`config.mk`:
```
export PLATFORM = sky130hd
export DESIGN_NAME = jpp_cfg_regs
export DESIGN_NICKNAME = d
export VERILOG_FILES = /design/src/hdl/jpp_pkg.sv /design/src/hdl/jpp_cfg_regs.sv
export SDC_FILE = /design/constraint.sdc
export NUM_CORES = 1
export LEC_CHECK = 0
export ABC_AREA = 1
export BUFFER_PORTS_ARGS = -buffer_cell sky130_fd_sc_hd__buf_4
export CAP_MARGIN = 20
export CELL_PAD_IN_SITES_DETAIL_PLACEMENT = 0
export CELL_PAD_IN_SITES_GLOBAL_PLACEMENT = 1
export CORE_MARGIN = 3
export CORE_UTILIZATION = 30
export DETAILED_ROUTE_END_ITERATION = 8
export PLACE_DENSITY = 0.72
export SETUP_SLACK_MARGIN = 0.4
export SYNTH_ARGS = -nofsm -noshare
export SYNTH_HDL_FRONTEND = slang
export SYNTH_SLANG_ARGS = --single-unit
```
`constraint.sdc`:
```
create_clock -name clk -period 0.9 [get_ports clk]
set_input_delay 0.045 -clock clk [delete_from_list [all_inputs] [get_ports clk]]
set_output_delay 0.045 -clock clk [all_outputs]
set_load 0.02 [all_outputs]
```
`src/hdl/jpp_pkg.sv`:
```
// Package for the joint position PID: widths, register codes, reset values
// and the structs passed between the pipeline stages.
// Depends on nothing; every other file of the block uses it.
package jpp_pkg;

  localparam int JOINT_COUNT_DEF = 4;

  localparam int JOINT_W     = 2;
  localparam int ANGLE_W     = 15;
  localparam int ERR_W       = 16;
  localparam int GAIN_W      = 16;
  localparam int LIM_W       = 8;
  localparam int FINE_W      = 14;
  localparam int PWM_W       = 9;
  localparam int ACC_W       = 32;
  localparam int FRAC_BITS   = 20;
  localparam int DEADBAND_LSB = 20;

  localparam int PROD_W = ERR_W + GAIN_W + 1;
  localparam int DIFF_W = ERR_W + 1;
  localparam int DPROD_W = DIFF_W + GAIN_W + 1;
  localparam int SUM_W  = ACC_W + 2;
  localparam int VEL_W  = DPROD_W + 2;

  localparam int CFG_IDX_W  = 4;
  localparam int CFG_DATA_W = 16;

  typedef enum logic [CFG_IDX_W-1:0] {
    CFG_P_GAIN     = 4'd0,
    CFG_I_GAIN     = 4'd1,
    CFG_D_GAIN     = 4'd2,
    CFG_I_LIMIT    = 4'd3,
    CFG_FINE_ANGLE = 4'd4,
    CFG_VEL_LIMIT  = 4'd5,
    CFG_MIN_PWM    = 4'd6,
    CFG_MAX_PWM    = 4'd7
  } cfg_idx_t;

  localparam logic [GAIN_W-1:0] P_GAIN_RST     = 16'd256;
  localparam logic [GAIN_W-1:0] I_GAIN_RST     = 16'd0;
  localparam logic [GAIN_W-1:0] D_GAIN_RST     = 16'd0;
  localparam logic [LIM_W-1:0]  I_LIMIT_RST    = 8'd255;
  localparam logic [FINE_W-1:0] FINE_ANGLE_RST = 14'd410;
  localparam logic [LIM_W-1:0]  VEL_LIMIT_RST  = 8'd255;
  localparam logic [LIM_W-1:0]  MIN_PWM_RST    = 8'd0;
  localparam logic [LIM_W-1:0]  MAX_PWM_RST    = 8'd255;

  typedef struct packed {
    logic [GAIN_W-1:0] p_gain;
    logic [GAIN_W-1:0] i_gain;
    logic [GAIN_W-1:0] d_gain;
    logic [LIM_W-1:0]  i_limit;
    logic [FINE_W-1:0] fine_angle;
    logic [LIM_W-1:0]  vel_limit;
    logic [LIM_W-1:0]  min_pwm;
    logic [LIM_W-1:0]  max_pwm;
  } cfg_t;

  typedef struct packed {
    logic [JOINT_W-1:0]        joint;
    logic                      joint_ok;
    logic                      moving;
    logic                      fine;
    logic signed [PROD_W-1:0]  p;
    logic signed [PROD_W-1:0]  ei;
    logic signed [DPROD_W-1:0] d;
  } term_t;

endpackage

```
`src/hdl/jpp_cfg_regs.sv`:
```
// Configuration register file of the joint position PID.
// Depends on jpp_pkg for register codes, reset values and cfg_t.
module jpp_cfg_regs (
  input  logic                             clk,
  input  logic                             rst_n,
  input  logic                             cfg_we,
  input  logic [jpp_pkg::CFG_IDX_W-1:0]    cfg_index,
  input  logic [jpp_pkg::CFG_DATA_W-1:0]   cfg_data,
  output jpp_pkg::cfg_t                    cfg
);

  jpp_pkg::cfg_t cfg_r;
  jpp_pkg::cfg_t cfg_nxt;

  always_comb begin
    cfg_nxt = cfg_r;
    if (cfg_we) begin
      case (jpp_pkg::cfg_idx_t'(cfg_index))
        jpp_pkg::CFG_P_GAIN:     cfg_nxt.p_gain     = cfg_data;
        jpp_pkg::CFG_I_GAIN:     cfg_nxt.i_gain     = cfg_data;
        jpp_pkg::CFG_D_GAIN:     cfg_nxt.d_gain     = cfg_data;
        jpp_pkg::CFG_I_LIMIT:    cfg_nxt.i_limit    = cfg_data[jpp_pkg::LIM_W-1:0];
        jpp_pkg::CFG_FINE_ANGLE: cfg_nxt.fine_angle = cfg_data[jpp_pkg::FINE_W-1:0];
        jpp_pkg::CFG_VEL_LIMIT:  cfg_nxt.vel_limit  = cfg_data[jpp_pkg::LIM_W-1:0];
        jpp_pkg::CFG_MIN_PWM:    cfg_nxt.min_pwm    = cfg_data[jpp_pkg::LIM_W-1:0];
        jpp_pkg::CFG_MAX_PWM:    cfg_nxt.max_pwm    = cfg_data[jpp_pkg::LIM_W-1:0];
        default:                 cfg_nxt = cfg_r;
      endcase
    end
  end

  always_ff @(posedge clk) begin
    if (!rst_n) begin
      cfg_r.p_gain     <= jpp_pkg::P_GAIN_RST;
      cfg_r.i_gain     <= jpp_pkg::I_GAIN_RST;
      cfg_r.d_gain     <= jpp_pkg::D_GAIN_RST;
      cfg_r.i_limit    <= jpp_pkg::I_LIMIT_RST;
      cfg_r.fine_angle <= jpp_pkg::FINE_ANGLE_RST;
      cfg_r.vel_limit  <= jpp_pkg::VEL_LIMIT_RST;
      cfg_r.min_pwm    <= jpp_pkg::MIN_PWM_RST;
      cfg_r.max_pwm    <= jpp_pkg::MAX_PWM_RST;
    end else begin
      cfg_r <= cfg_nxt;
    end
  end

  assign cfg = cfg_r;

endmodule

```
==> out/metrics.yaml <==
outcome: "finished with violations"
violations: "negative hold slack"
synth_area_leaders: "dfxtp_1 50%, nand2_1 16%, nor2_1 13%"
internal-power_w: 0.00734
rsz0062_at_grt: "yes"
drtIter0Drc: 212
ys_seq_area_share_pct: 50.4
setup.worst_path.start_class: "flop"
setup_viol: 0
fmax_mhz: 1160
worstHoldPathType: "in -> reg"
hold_violations: 22
synth.avg_cell_area_um2: 7.11
finalPower_w: 0.00979
drc: 0
placeableCoreArea_um2: 12100
fin_crit_sh_pct: 95.6
diodes: 0
grt_overflow: 0
ys.flop_type: "dfxtp_1"
drtPass1Iterations: 4
slowest_stage: "dfxtp_2"
wl_per_cell_um: 15.3
synth_enable_flop_cells: 0
clock_sinks: 94
endpoint_kind: "output pin"
grt_pass1_wl_um: 20200
cts.clk_slew.worst_paths_ns: 0.07
start_util_pct: 30.8
finClkSkew_ns: 0
dieArea_um2: 13800
wirelength_um: 13200
drive_above_1_share_pct: 59.0
yosysMostFrequentCell: "nand2_1"
synth.largest_area_cell: "dfxtp_1"
drt-vias-per-instance: 4.54
clockBufferDepth: 2
critical_path.top_delay_family: "flip-flops"
clkPwrFrac_pct: 41.4
syn_inst: 525
sw_frac_of_total_pct: 25.0
holdWs_ns: -0.0759
synthArstFlopShare_pct: 0
slew_viol_final: 0
gp_congestion: 0.776
cts_inserted_buffers: 9
critPathMaxFanout: 2
finalCriticalPeriod_ns: 0.861
cts_root_buf: "clkbuf_16"
grtUsageTotal_pct: 18.3
ant_nets: 0
dpl.hpwl_um: 8050
numPortBuffers: 116
synth.distinct_cells: 16
cp.arrival_ns: 0.82
combPwrFrac_pct: 14.2
path_class: "reg -> out"
maxCapViolations: 0
slew_headroom_pct: 74.3
slowest_delay_ns: 0.35
htree_levels: 3
nets: 713
powerDensity_nw_per_um2: 1410
worst_pin_slew_ns: 0.384
area_delta_synth_final_pct: 86.3
netlist_top_cells_count: "162 x nand2_1, 130 x nor2_1, 94 x dfxtp_1"
netlist.area_leader.share_pct: 50.4
grt_pass1_vias: 3820
final_util_pct: 57.4
ir_drop_mv: 0.681
p_leak_nw: 3.16
die_w_um: 118
setup_tns_ns: 0
cts_tree: "built"
clk-insertion-delay-late_ns: 0.34
syn_nets: 548
p_sw_w: 0.00245
largest_reg_flops: 94
grt_max_degree: 48
synth_seq_cells: 94
critPathRequiredTime_ns: 0.85
worstPathCellList: "buf_6"
antenna_found_initial: 0
critPathBufInv: 1
ios: 117
dieHeight_um: 118
ys_warn_count: 0
num_rows: 40
dr_total_vias: 3915
synth_area_um2: 3730
seqPwrFrac_pct: 44.3
==> path summary, 6_finish.rpt <==
path                     endpoint  depth (start not counted)  slack (ns)            startpoint
min          cfg[89]$_SDFFE_PN0P_                          3       -0.08          cfg_data[11]
min reg2reg  cfg[43]$_SDFFE_PN1P_                          2        0.47  cfg[43]$_SDFFE_PN1P_
max                       cfg[31]                          1        0.04  cfg[31]$_SDFFE_PN1P_
max reg2reg   cfg[8]$_SDFFE_PN0P_                          4        0.14   cfg[8]$_SDFFE_PN0P_
==> worst register-to-register path, cell delays in order, from the launching register on <==
cell     delay (ns)
dfxtp_2        0.32
buf_4          0.12
buf_6          0.10
nor2_2         0.06
nor2_1         0.04
==> repair_timing <==
| action | 4_1_cts | 5_1_grt |
|---|---|---|
| hold endpoints to repair | 36 | 18 |
| buffers inserted | 16 | 14 |
| pin swaps | 85 | 48 |
| gates resized for setup | 237 | 111 |
| gates cloned | 8 | 4 |
| setup endpoints to repair | 188 | 188 |
==> cell type report <==
cell class | instances | area, um^2
Clock inverter | 6 | 86.3
Sequential cell | 94 | 2000
Fill cell | 1122 | 5160
Tap cell | 168 | 210
Inverter | 37 | 173
Multi-Input combinational cell | 370 | 2060
Timing Repair Buffer | 178 | 2200
Clock buffer | 10 | 229
==> logic make-up (layout without fill, tap and decap cells) <==
kind of cell / Yosys count / after routing / synth area share, %
buffers and inverters: 62 / 231 / 7.61
flip-flops: 94 / 94 / 50.4
AND/OR/NAND/NOR: 369 / 370 / 42.0
==> metrics by stage <==
| stage | cell area [um^2] | cells | setup slack [ns] |
|---|---|---|---|
| after floorplan | 3840 | 525 | 0.0874 |
| final | 6950 | 863 | 0.0395 |
| after global routing | 6950 | 863 | 0.0111 |
| after global placement | 5030 | 805 | -0.136 |
| after detailed placement | 5030 | 805 | -0.187 |
| after CTS | 6370 | 845 | 0.0219 |
==> power by group through the flow <==
stage	Sequential [W]	Combinational, W	Clock (W)
detailed placement	0.00440	0.000995	0
finish	0.00434	0.00140	0.00406
floorplan	0.00450	0.000407	0
global route	0.00435	0.00149	0.00430
global placement	0.00440	0.000982	0
CTS	0.00434	0.00126	0.00415
==> layer usage <==
metal	up-vias	part of all wire (%)	GRT usage (%)
met1	1845	42	23.4
met5	-	0	0
met2	106	50	30.3
li1	1953	-	-
met3	11	6.0	4.13
met4	0	1.5	6.52
==> cells in the final DEF (no fill, tap or decap) <==
master,Yosys,final
nand4_1,17,17
nand3_2,3,16
nor2_4,7,9
clkinv_2,0,2
clkinvlp_4,0,2
bufinv_16,0,2
buf_16,0,8
inv_12,0,1
clkinv_8,0,1
dfxtp_2,0,94
nor2_1,130,112
inv_6,0,1
nand2_2,2,48
nand2_4,0,18
nor2_2,2,18
nand3_1,46,30
buf_6,4,108
buf_4,3,37
clkbuf_16,0,12
inv_2,3,2
buf_12,0,16
buf_8,0,6
clkbuf_1,6,1
nand2_1,162,94
nand3_4,0,4
nand2_8,0,4
clkinv_4,0,1
inv_1,34,31
Power figures use the tool's default switching activity.
