--- src/hdl/jpp_pkg.sv ---
// Package for the joint position PID: widths, register codes, reset values
// and the structs passed between the pipeline stages.
// Depends on nothing; every other file of the block uses it.
package jpp_pkg;

  localparam int JOINT_COUNT_DEF = 4;

  localparam int JOINT_W     = 2;
  localparam int ANGLE_W     = 15;
  localparam int ERR_W       = 16;
  localparam int GAIN_W      = 16;
  localparam int LIM_W       = 8;
  localparam int FINE_W      = 14;
  localparam int PWM_W       = 9;
  localparam int ACC_W       = 32;
  localparam int FRAC_BITS   = 20;
  localparam int DEADBAND_LSB = 20;

  localparam int PROD_W = ERR_W + GAIN_W + 1;
  localparam int DIFF_W = ERR_W + 1;
  localparam int DPROD_W = DIFF_W + GAIN_W + 1;
  localparam int SUM_W  = ACC_W + 2;
  localparam int VEL_W  = DPROD_W + 2;

  localparam int CFG_IDX_W  = 4;
  localparam int CFG_DATA_W = 16;

  typedef enum logic [CFG_IDX_W-1:0] {
    CFG_P_GAIN     = 4'd0,
    CFG_I_GAIN     = 4'd1,
    CFG_D_GAIN     = 4'd2,
    CFG_I_LIMIT    = 4'd3,
    CFG_FINE_ANGLE = 4'd4,
    CFG_VEL_LIMIT  = 4'd5,
    CFG_MIN_PWM    = 4'd6,
    CFG_MAX_PWM    = 4'd7
  } cfg_idx_t;

  localparam logic [GAIN_W-1:0] P_GAIN_RST     = 16'd256;
  localparam logic [GAIN_W-1:0] I_GAIN_RST     = 16'd0;
  localparam logic [GAIN_W-1:0] D_GAIN_RST     = 16'd0;
  localparam logic [LIM_W-1:0]  I_LIMIT_RST    = 8'd255;
  localparam logic [FINE_W-1:0] FINE_ANGLE_RST = 14'd410;
  localparam logic [LIM_W-1:0]  VEL_LIMIT_RST  = 8'd255;
  localparam logic [LIM_W-1:0]  MIN_PWM_RST    = 8'd0;
  localparam logic [LIM_W-1:0]  MAX_PWM_RST    = 8'd255;

  typedef struct packed {
    logic [GAIN_W-1:0] p_gain;
    logic [GAIN_W-1:0] i_gain;
    logic [GAIN_W-1:0] d_gain;
    logic [LIM_W-1:0]  i_limit;
    logic [FINE_W-1:0] fine_angle;
    logic [LIM_W-1:0]  vel_limit;
    logic [LIM_W-1:0]  min_pwm;
    logic [LIM_W-1:0]  max_pwm;
  } cfg_t;

  typedef struct packed {
    logic [JOINT_W-1:0]        joint;
    logic                      joint_ok;
    logic                      moving;
    logic                      fine;
    logic signed [PROD_W-1:0]  p;
    logic signed [PROD_W-1:0]  ei;
    logic signed [DPROD_W-1:0] d;
  } term_t;

endpackage

--- src/hdl/jpp_out_stage.sv ---
// Output stage: integral update and clamp, velocity sum and clamp, PWM
// shaping, the per-joint integral store and the result register.
// Depends on jpp_pkg.
module jpp_out_stage #(
  parameter int JOINT_COUNT = jpp_pkg::JOINT_COUNT_DEF
) (
  input  logic                               clk,
  input  logic                               rst_n,
  input  logic                               s1_valid,
  input  jpp_pkg::term_t                     s1_term,
  input  jpp_pkg::cfg_t                      cfg,
  input  logic                               out_stall,
  output logic                               s1_ready,
  output logic                               out_valid,
  output logic [jpp_pkg::JOINT_W-1:0]        out_joint_out,
  output logic signed [jpp_pkg::PWM_W-1:0]   out_pwm,
  output logic                               out_moving
);

  localparam int JIDX_W = (JOINT_COUNT > 1) ? $clog2(JOINT_COUNT) : 1;
  localparam int SUM_W  = jpp_pkg::SUM_W;
  localparam int VEL_W  = jpp_pkg::VEL_W;
  localparam int LIM_W  = jpp_pkg::LIM_W;
  localparam int PWM_W  = jpp_pkg::PWM_W;
  localparam int FRAC   = jpp_pkg::FRAC_BITS;

  logic signed [jpp_pkg::ACC_W-1:0]  integral_r [JOINT_COUNT];
  logic                              out_valid_r;
  logic                              out_valid_nxt;
  logic [jpp_pkg::JOINT_W-1:0]       out_joint_r;
  logic signed [PWM_W-1:0]           out_pwm_r;
  logic signed [PWM_W-1:0]           out_pwm_nxt;
  logic                              out_moving_r;

  logic                              s1_fire;
  logic [JIDX_W-1:0]                 jidx;
  logic signed [SUM_W-1:0]           acc_sum;
  logic signed [SUM_W-1:0]           i_lim;
  logic signed [SUM_W-1:0]           acc_cl;
  logic signed [VEL_W-1:0]           pd_sum;
  logic signed [VEL_W-1:0]           vel_raw;
  logic signed [VEL_W-1:0]           v_lim;
  logic signed [VEL_W-1:0]           vel;
  logic                              vel_neg;
  logic [VEL_W-1:0]                  vel_mag;
  logic [LIM_W-1:0]                  mag_trunc;
  logic [LIM_W-1:0]                  mag_lo;
  logic [LIM_W-1:0]                  mag_hi;

  assign s1_ready = !out_valid_r || !out_stall;
  assign s1_fire  = s1_valid && s1_ready;
  assign jidx     = JIDX_W'(s1_term.joint);

  assign acc_sum = SUM_W'(integral_r[jidx]) + SUM_W'(s1_term.ei);
  assign i_lim   = $signed(SUM_W'({cfg.i_limit, {FRAC{1'b0}}}));
  assign acc_cl  = (acc_sum < -i_lim) ? -i_lim : ((acc_sum > i_lim) ? i_lim : acc_sum);

  assign pd_sum  = VEL_W'(s1_term.p) + VEL_W'(s1_term.d);
  assign vel_raw = s1_term.fine ? (VEL_W'(s1_term.p) <<< 1) : (pd_sum + VEL_W'(acc_cl));
  assign v_lim   = $signed(VEL_W'({cfg.vel_limit, {FRAC{1'b0}}}));
  assign vel     = (vel_raw < -v_lim) ? -v_lim : ((vel_raw > v_lim) ? v_lim : vel_raw);

  assign vel_neg   = vel[VEL_W-1];
  assign vel_mag   = vel_neg ? VEL_W'(-vel) : VEL_W'(vel);
  assign mag_trunc = vel_mag[FRAC +: LIM_W];
  assign mag_lo    = (mag_trunc < cfg.min_pwm) ? cfg.min_pwm : mag_trunc;
  assign mag_hi    = (mag_lo > cfg.max_pwm) ? cfg.max_pwm : mag_lo;

  always_comb begin
    if (!s1_term.moving) begin
      out_pwm_nxt = '0;
    end else if (vel_neg) begin
      out_pwm_nxt = -$signed(PWM_W'(mag_hi));
    end else begin
      out_pwm_nxt = $signed(PWM_W'(mag_hi));
    end
  end

  always_comb begin
    if (s1_fire) begin
      out_valid_nxt = 1'b1;
    end else if (!out_stall) begin
      out_valid_nxt = 1'b0;
    end else begin
      out_valid_nxt = out_valid_r;
    end
  end

  always_ff @(posedge clk) begin
    if (!rst_n) begin
      out_valid_r <= 1'b0;
      for (int k = 0; k < JOINT_COUNT; k++) begin
        integral_r[k] <= '0;
      end
    end else begin
      out_valid_r <= out_valid_nxt;
      if (s1_fire && s1_term.joint_ok) begin
        if (s1_term.moving) begin
          integral_r[jidx] <= jpp_pkg::ACC_W'(acc_cl);
        end else begin
          integral_r[jidx] <= '0;
        end
      end
    end
  end

  always_ff @(posedge clk) begin
    if (s1_fire) begin
      out_joint_r  <= s1_term.joint;
      out_pwm_r    <= out_pwm_nxt;
      out_moving_r <= s1_term.moving;
    end
  end

  assign out_valid     = out_valid_r;
  assign out_joint_out = out_joint_r;
  assign out_pwm       = out_pwm_r;
  assign out_moving    = out_moving_r;

  a_idle_pwm_zero: assert property (@(posedge clk) disable iff (!rst_n)
    out_valid_r && !out_moving_r |-> out_pwm_r == '0)
    else $error("pwm is not zero on a result that is not moving");

  a_out_from_s1: assert property (@(posedge clk) disable iff (!rst_n)
    !out_valid_r ##1 out_valid_r |-> $past(s1_valid))
    else $error("result appeared without a request in the output stage");

  a_pwm_range: assert property (@(posedge clk) disable iff (!rst_n)
    out_valid_r |-> out_pwm_r != $signed({1'b1, {(PWM_W-1){1'b0}}}))
    else $error("pwm magnitude exceeds its range");

endmodule

--- config.mk ---
export PLATFORM = sky130hd
export DESIGN_NAME = jpp_out_stage
export DESIGN_NICKNAME = d
export VERILOG_FILES = /design/src/hdl/jpp_pkg.sv /design/src/hdl/jpp_out_stage.sv
export SDC_FILE = /design/constraint.sdc
export NUM_CORES = 1
export LEC_CHECK = 0
export BUFFER_PORTS_ARGS = -buffer_cell sky130_fd_sc_hd__buf_4
export CORE_MARGIN = 2
export CORE_UTILIZATION = 55
export DETAILED_ROUTE_END_ITERATION = 6
export PLACE_DENSITY = 0.78
export SETUP_SLACK_MARGIN = 0.3
export SYNTH_ARGS = -nofsm -noshare
export SYNTH_HDL_FRONTEND = slang
export SYNTH_SLANG_ARGS = --single-unit
--- constraint.sdc ---
create_clock -name clk -period 23.6 [get_ports clk]
set_clock_uncertainty 0.2 [all_clocks]
set_input_delay 4.72 -clock clk [delete_from_list [all_inputs] [get_ports clk]]
set_output_delay 4.72 -clock clk [all_outputs]
set_load 0.02 [all_outputs]
==> results_dict.tcl <==
set metrics [dict create \
    syn_area_per_cell_um2 9.21 \
    ctsRootBufferMaster "clkbuf_16" \
    synth-edff-count 140 \
    cts_tree "yes" \
    first_global_vias 12100 \
    tns_ns 0 \
    met2_usage_pct 52.3 \
    filler_cell_count 2045 \
    starting_density_pct 55.5 \
    period_share_pct 93.4 \
    die_area_mm2 0.0265 \
    synth.ff_latch_count 141 \
    sinks_on_the_clock_net 141 \
    drtPass1Iterations 7 \
    cts_max_path_buffers 2 \
    internal_power_w 0.000868 \
    cp-end-kind "flop" \
    worst-slew-pin-transition_ns 1.20 \
    antenna_cells 0 \
    starting_drt_drc_count 1097 \
    htreeDepth 4 \
    postLayoutCellArea_mm2 0.0159 \
    timing_hold_violations_final 0 \
    core_region_area_mm2 0.0250 \
    asyncSetResetFlopFracSynth_pct 0 \
    worst-path-max-fanout 18 \
    finish.net_count 2006 \
    power_density_mw_per_mm2 103 \
    unrepaired_setup_endpoints_after_global_routing "no" \
    number_of_antenna_violations_at_the_first_check_in_global_routing 0 \
    synth-warning-count 0 \
    mostFrequentLayoutCell "nor2_1" \
    fmax_ghz 0.0454 \
    groute.layer.met3.usage_pct 4.48 \
    layout-area-overhead-vs-synth_pct 14.9 \
    number_of_vias_after_detailed_routing 12500 \
    clkPwrFrac_pct 16.2 \
    timing.critical_path.required_ns 23.57 \
    detail-route-antenna-nets 0 \
    routabilityCongestion 0.929 \
    die-width_um 163 \
    core.rowCount 58 \
    crit_buf_inv 4 \
    tritoncts.num_buffers 17 \
    cts_setup_buffers 0 \
    highest_delay_cell_along_the_critical_path "o21ai_0" \
    netlist_top_cells_area "edfxtp_1, ha_1, nor2_1" \
    worst_setup_path_start_kind "primary input" \
    status "finished, violations left" \
    ioPinCount 217 \
    syn_inst 1505 \
    grt.overflow.total 0 \
    critical-path-top-delay-family "compound AO/OA/AOI/OAI gates" \
    maxSlewHeadroom_pct 18.1 \
    final_cell_mix "nor2_1, buf_4, edfxtp_1" \
    period_minus_slack_ns 22.04 \
    layout-drive-gt1-share_pct 17.3 \
    maxCapViolCount 0 \
    fin_hold_ws_ns 0.334 \
    p_comb_share_pct 65.3 \
    maximum_number_of_pins_on_one_net_before_global_route_repair 39 \
    die-height_um 163 \
    report.final.setup_viol 0 \
    critical_path_class "in2reg" \
    routed_via_density 6.30 \
    grt.total_usage_pct 30.1 \
    netlist.top_cell.by_area "edfxtp_1" \
    net-switching-power_w 0.000773 \
    grt_util_met1_pct 37.7 \
    global_route.peak_usage_layer "met2" \
    seq_power_share_pct 18.5 \
    post_synth_num_cell_types 88 \
    insertion_delay_of_the_later_clocked_pin_in_the_worst_skew_pair_ns 0.43 \
    synth.net_count 1872 \
    io_buffers 154 \
    post-route-drc-count 2 \
    grt_first_pass_wirelength_mm 62.0 \
    post_dp_cell_area_mm2 0.0153 \
    synth_sequential_area_ratio_pct 30.5 \
    totalWireLength_mm 39.9 \
    worst_path_largest_cell_delay_ns 0.72 \
    power.leakage_nw 6.89 \
    post_synth_top_area_share_pct 30.3 \
    drt-wirelength-per-cell_um 20.1 \
    max-vdd-ir-drop_mv 0.0840 \
    clk_transition_reported_paths_ns 0.06 \
    hold_class "reg2reg" \
    timing_max_transition_violations_final 0 \
    synth_top_flop_cell "edfxtp_1" \
    switching_share_pct 47.1 \
    critical_path_arrival_ns 22.00 \
    detailed_place_hpwl_mm 30.6 \
    critical_path.most_common_cell "ha_1" \
    syn-cell-area_mm2 0.0139 \
    violations "design-rule violations" \
]
==> cells in the mapped netlist, types with 10 or more instances <==
cell type / count
a211oi_1: 14
a21o_1: 29
a21oi_1: 105
a31oi_1: 16
and2_1: 14
and3_1: 12
clkbuf_1: 42
edfxtp_1: 140
fa_1: 36
ha_1: 128
inv_1: 126
mux2_2: 14
mux4_2: 32
nand2_1: 96
nand2b_1: 19
nand3_1: 33
nand4_1: 24
nor2_1: 205
nor3_1: 42
nor4_1: 10
o211ai_1: 15
o21a_1: 19
o21ai_0: 65
o21bai_1: 13
or2_2: 10
or3_1: 17
xnor2_1: 45
xor2_1: 17
==> sequential cells by signal (all words and copies together) (netlist names) <==
register       count
out_pwm            9
out_valid          1
out_moving         1
integral_r       128
out_joint_out      2
==> final cells by class <==
class / count / area (um2) / area share, %
Inverter: 127 / 477 / 2.99
Timing Repair Buffer: 166 / 1250 / 7.82
Clock inverter: 15 / 159 / 0.997
Sequential cell: 141 / 4220 / 26.5
Clock buffer: 17 / 425 / 2.67
Multi-Input combinational cell: 1186 / 8990 / 56.4
Tap cell: 330 / 413 / 2.59
==> worst paths after layout <==
check	startpoint	endpoint	slack, ns	cells after the start
max	s1_term[103]	out_pwm[7]	1.56	68
min	out_valid	out_valid	0.33	2
max reg2reg	integral_r[3][0]	out_pwm[7]	5.92	67
min reg2reg	out_valid	out_valid	0.33	2
==> timing repair <==
action / in CTS / in global routing
setup endpoints to repair: 0 / 5
hold endpoints to repair: 0 / 0
hold buffers: 0 / 0
gates resized for setup: 0 / 2
==> metal layers <==
layer  vias to the layer above  part of all wire, %
li1                       5846                    -
met1                      5988                   41
met2                       563                   49
met3                        95                  6.7
met4                         0                  3.8
met5                         -                    0
==> worst reg2reg max path, delay by kind of cell, from the launching register on <==
| family | cells | cell delay, ns |
|---|---|---|
| buffers and inverters | 3 | 0.66 |
| xor gates and xnor gates | 3 | 0.50 |
| DFF | 1 | 0.36 |
| muxes | 3 | 1.26 |
| AOI/OAI and AO/OA | 26 | 6.85 |
| adders and majority gates | 8 | 2.82 |
| and+or+nand+nor | 24 | 4.76 |
==> through the flow <==
| stage | utilization (%) | cells | setup WS (ns) | power, W |
|---|---|---|---|---|
| 2_1_floorplan | - | 1505 | 3.38 | 0.00109 |
| 3_3_place_gp | 61.4 | 1950 | 1.48 | 0.00133 |
| 3_5_place_dp | 61.4 | 1950 | 1.28 | 0.00135 |
| 4_1_cts | 63.8 | 1982 | 1.62 | 0.00162 |
| 5_1_grt | 63.8 | 1982 | 0.298 | 0.00177 |
| 6_report | 63.8 | 1982 | 1.56 | 0.00164 |
==> power groups by stage <==
stage	sequential (W)	combinational, W	clock, W
6_report	0.000304	0.00107	0.000266
3_5_place_dp	0.000310	0.00104	0
5_1_grt	0.000306	0.00118	0.000276
3_3_place_gp	0.000308	0.00102	0
2_1_floorplan	0.000319	0.000773	0
4_1_cts	0.000304	0.00105	0.000266
==> cell families after synthesis <==
| group | count (synthesis) | synth area share [%] |
|---|---|---|
| xor+xnor | 62 | 3.92 |
| buf+inv | 178 | 4.85 |
| simple gates | 522 | 18.3 |
| fa+ha+maj | 165 | 16.8 |
| compound gates | 381 | 18.6 |
| flops | 141 | 30.5 |
| mux | 56 | 7.07 |
(Power assumes the default switching activity.)
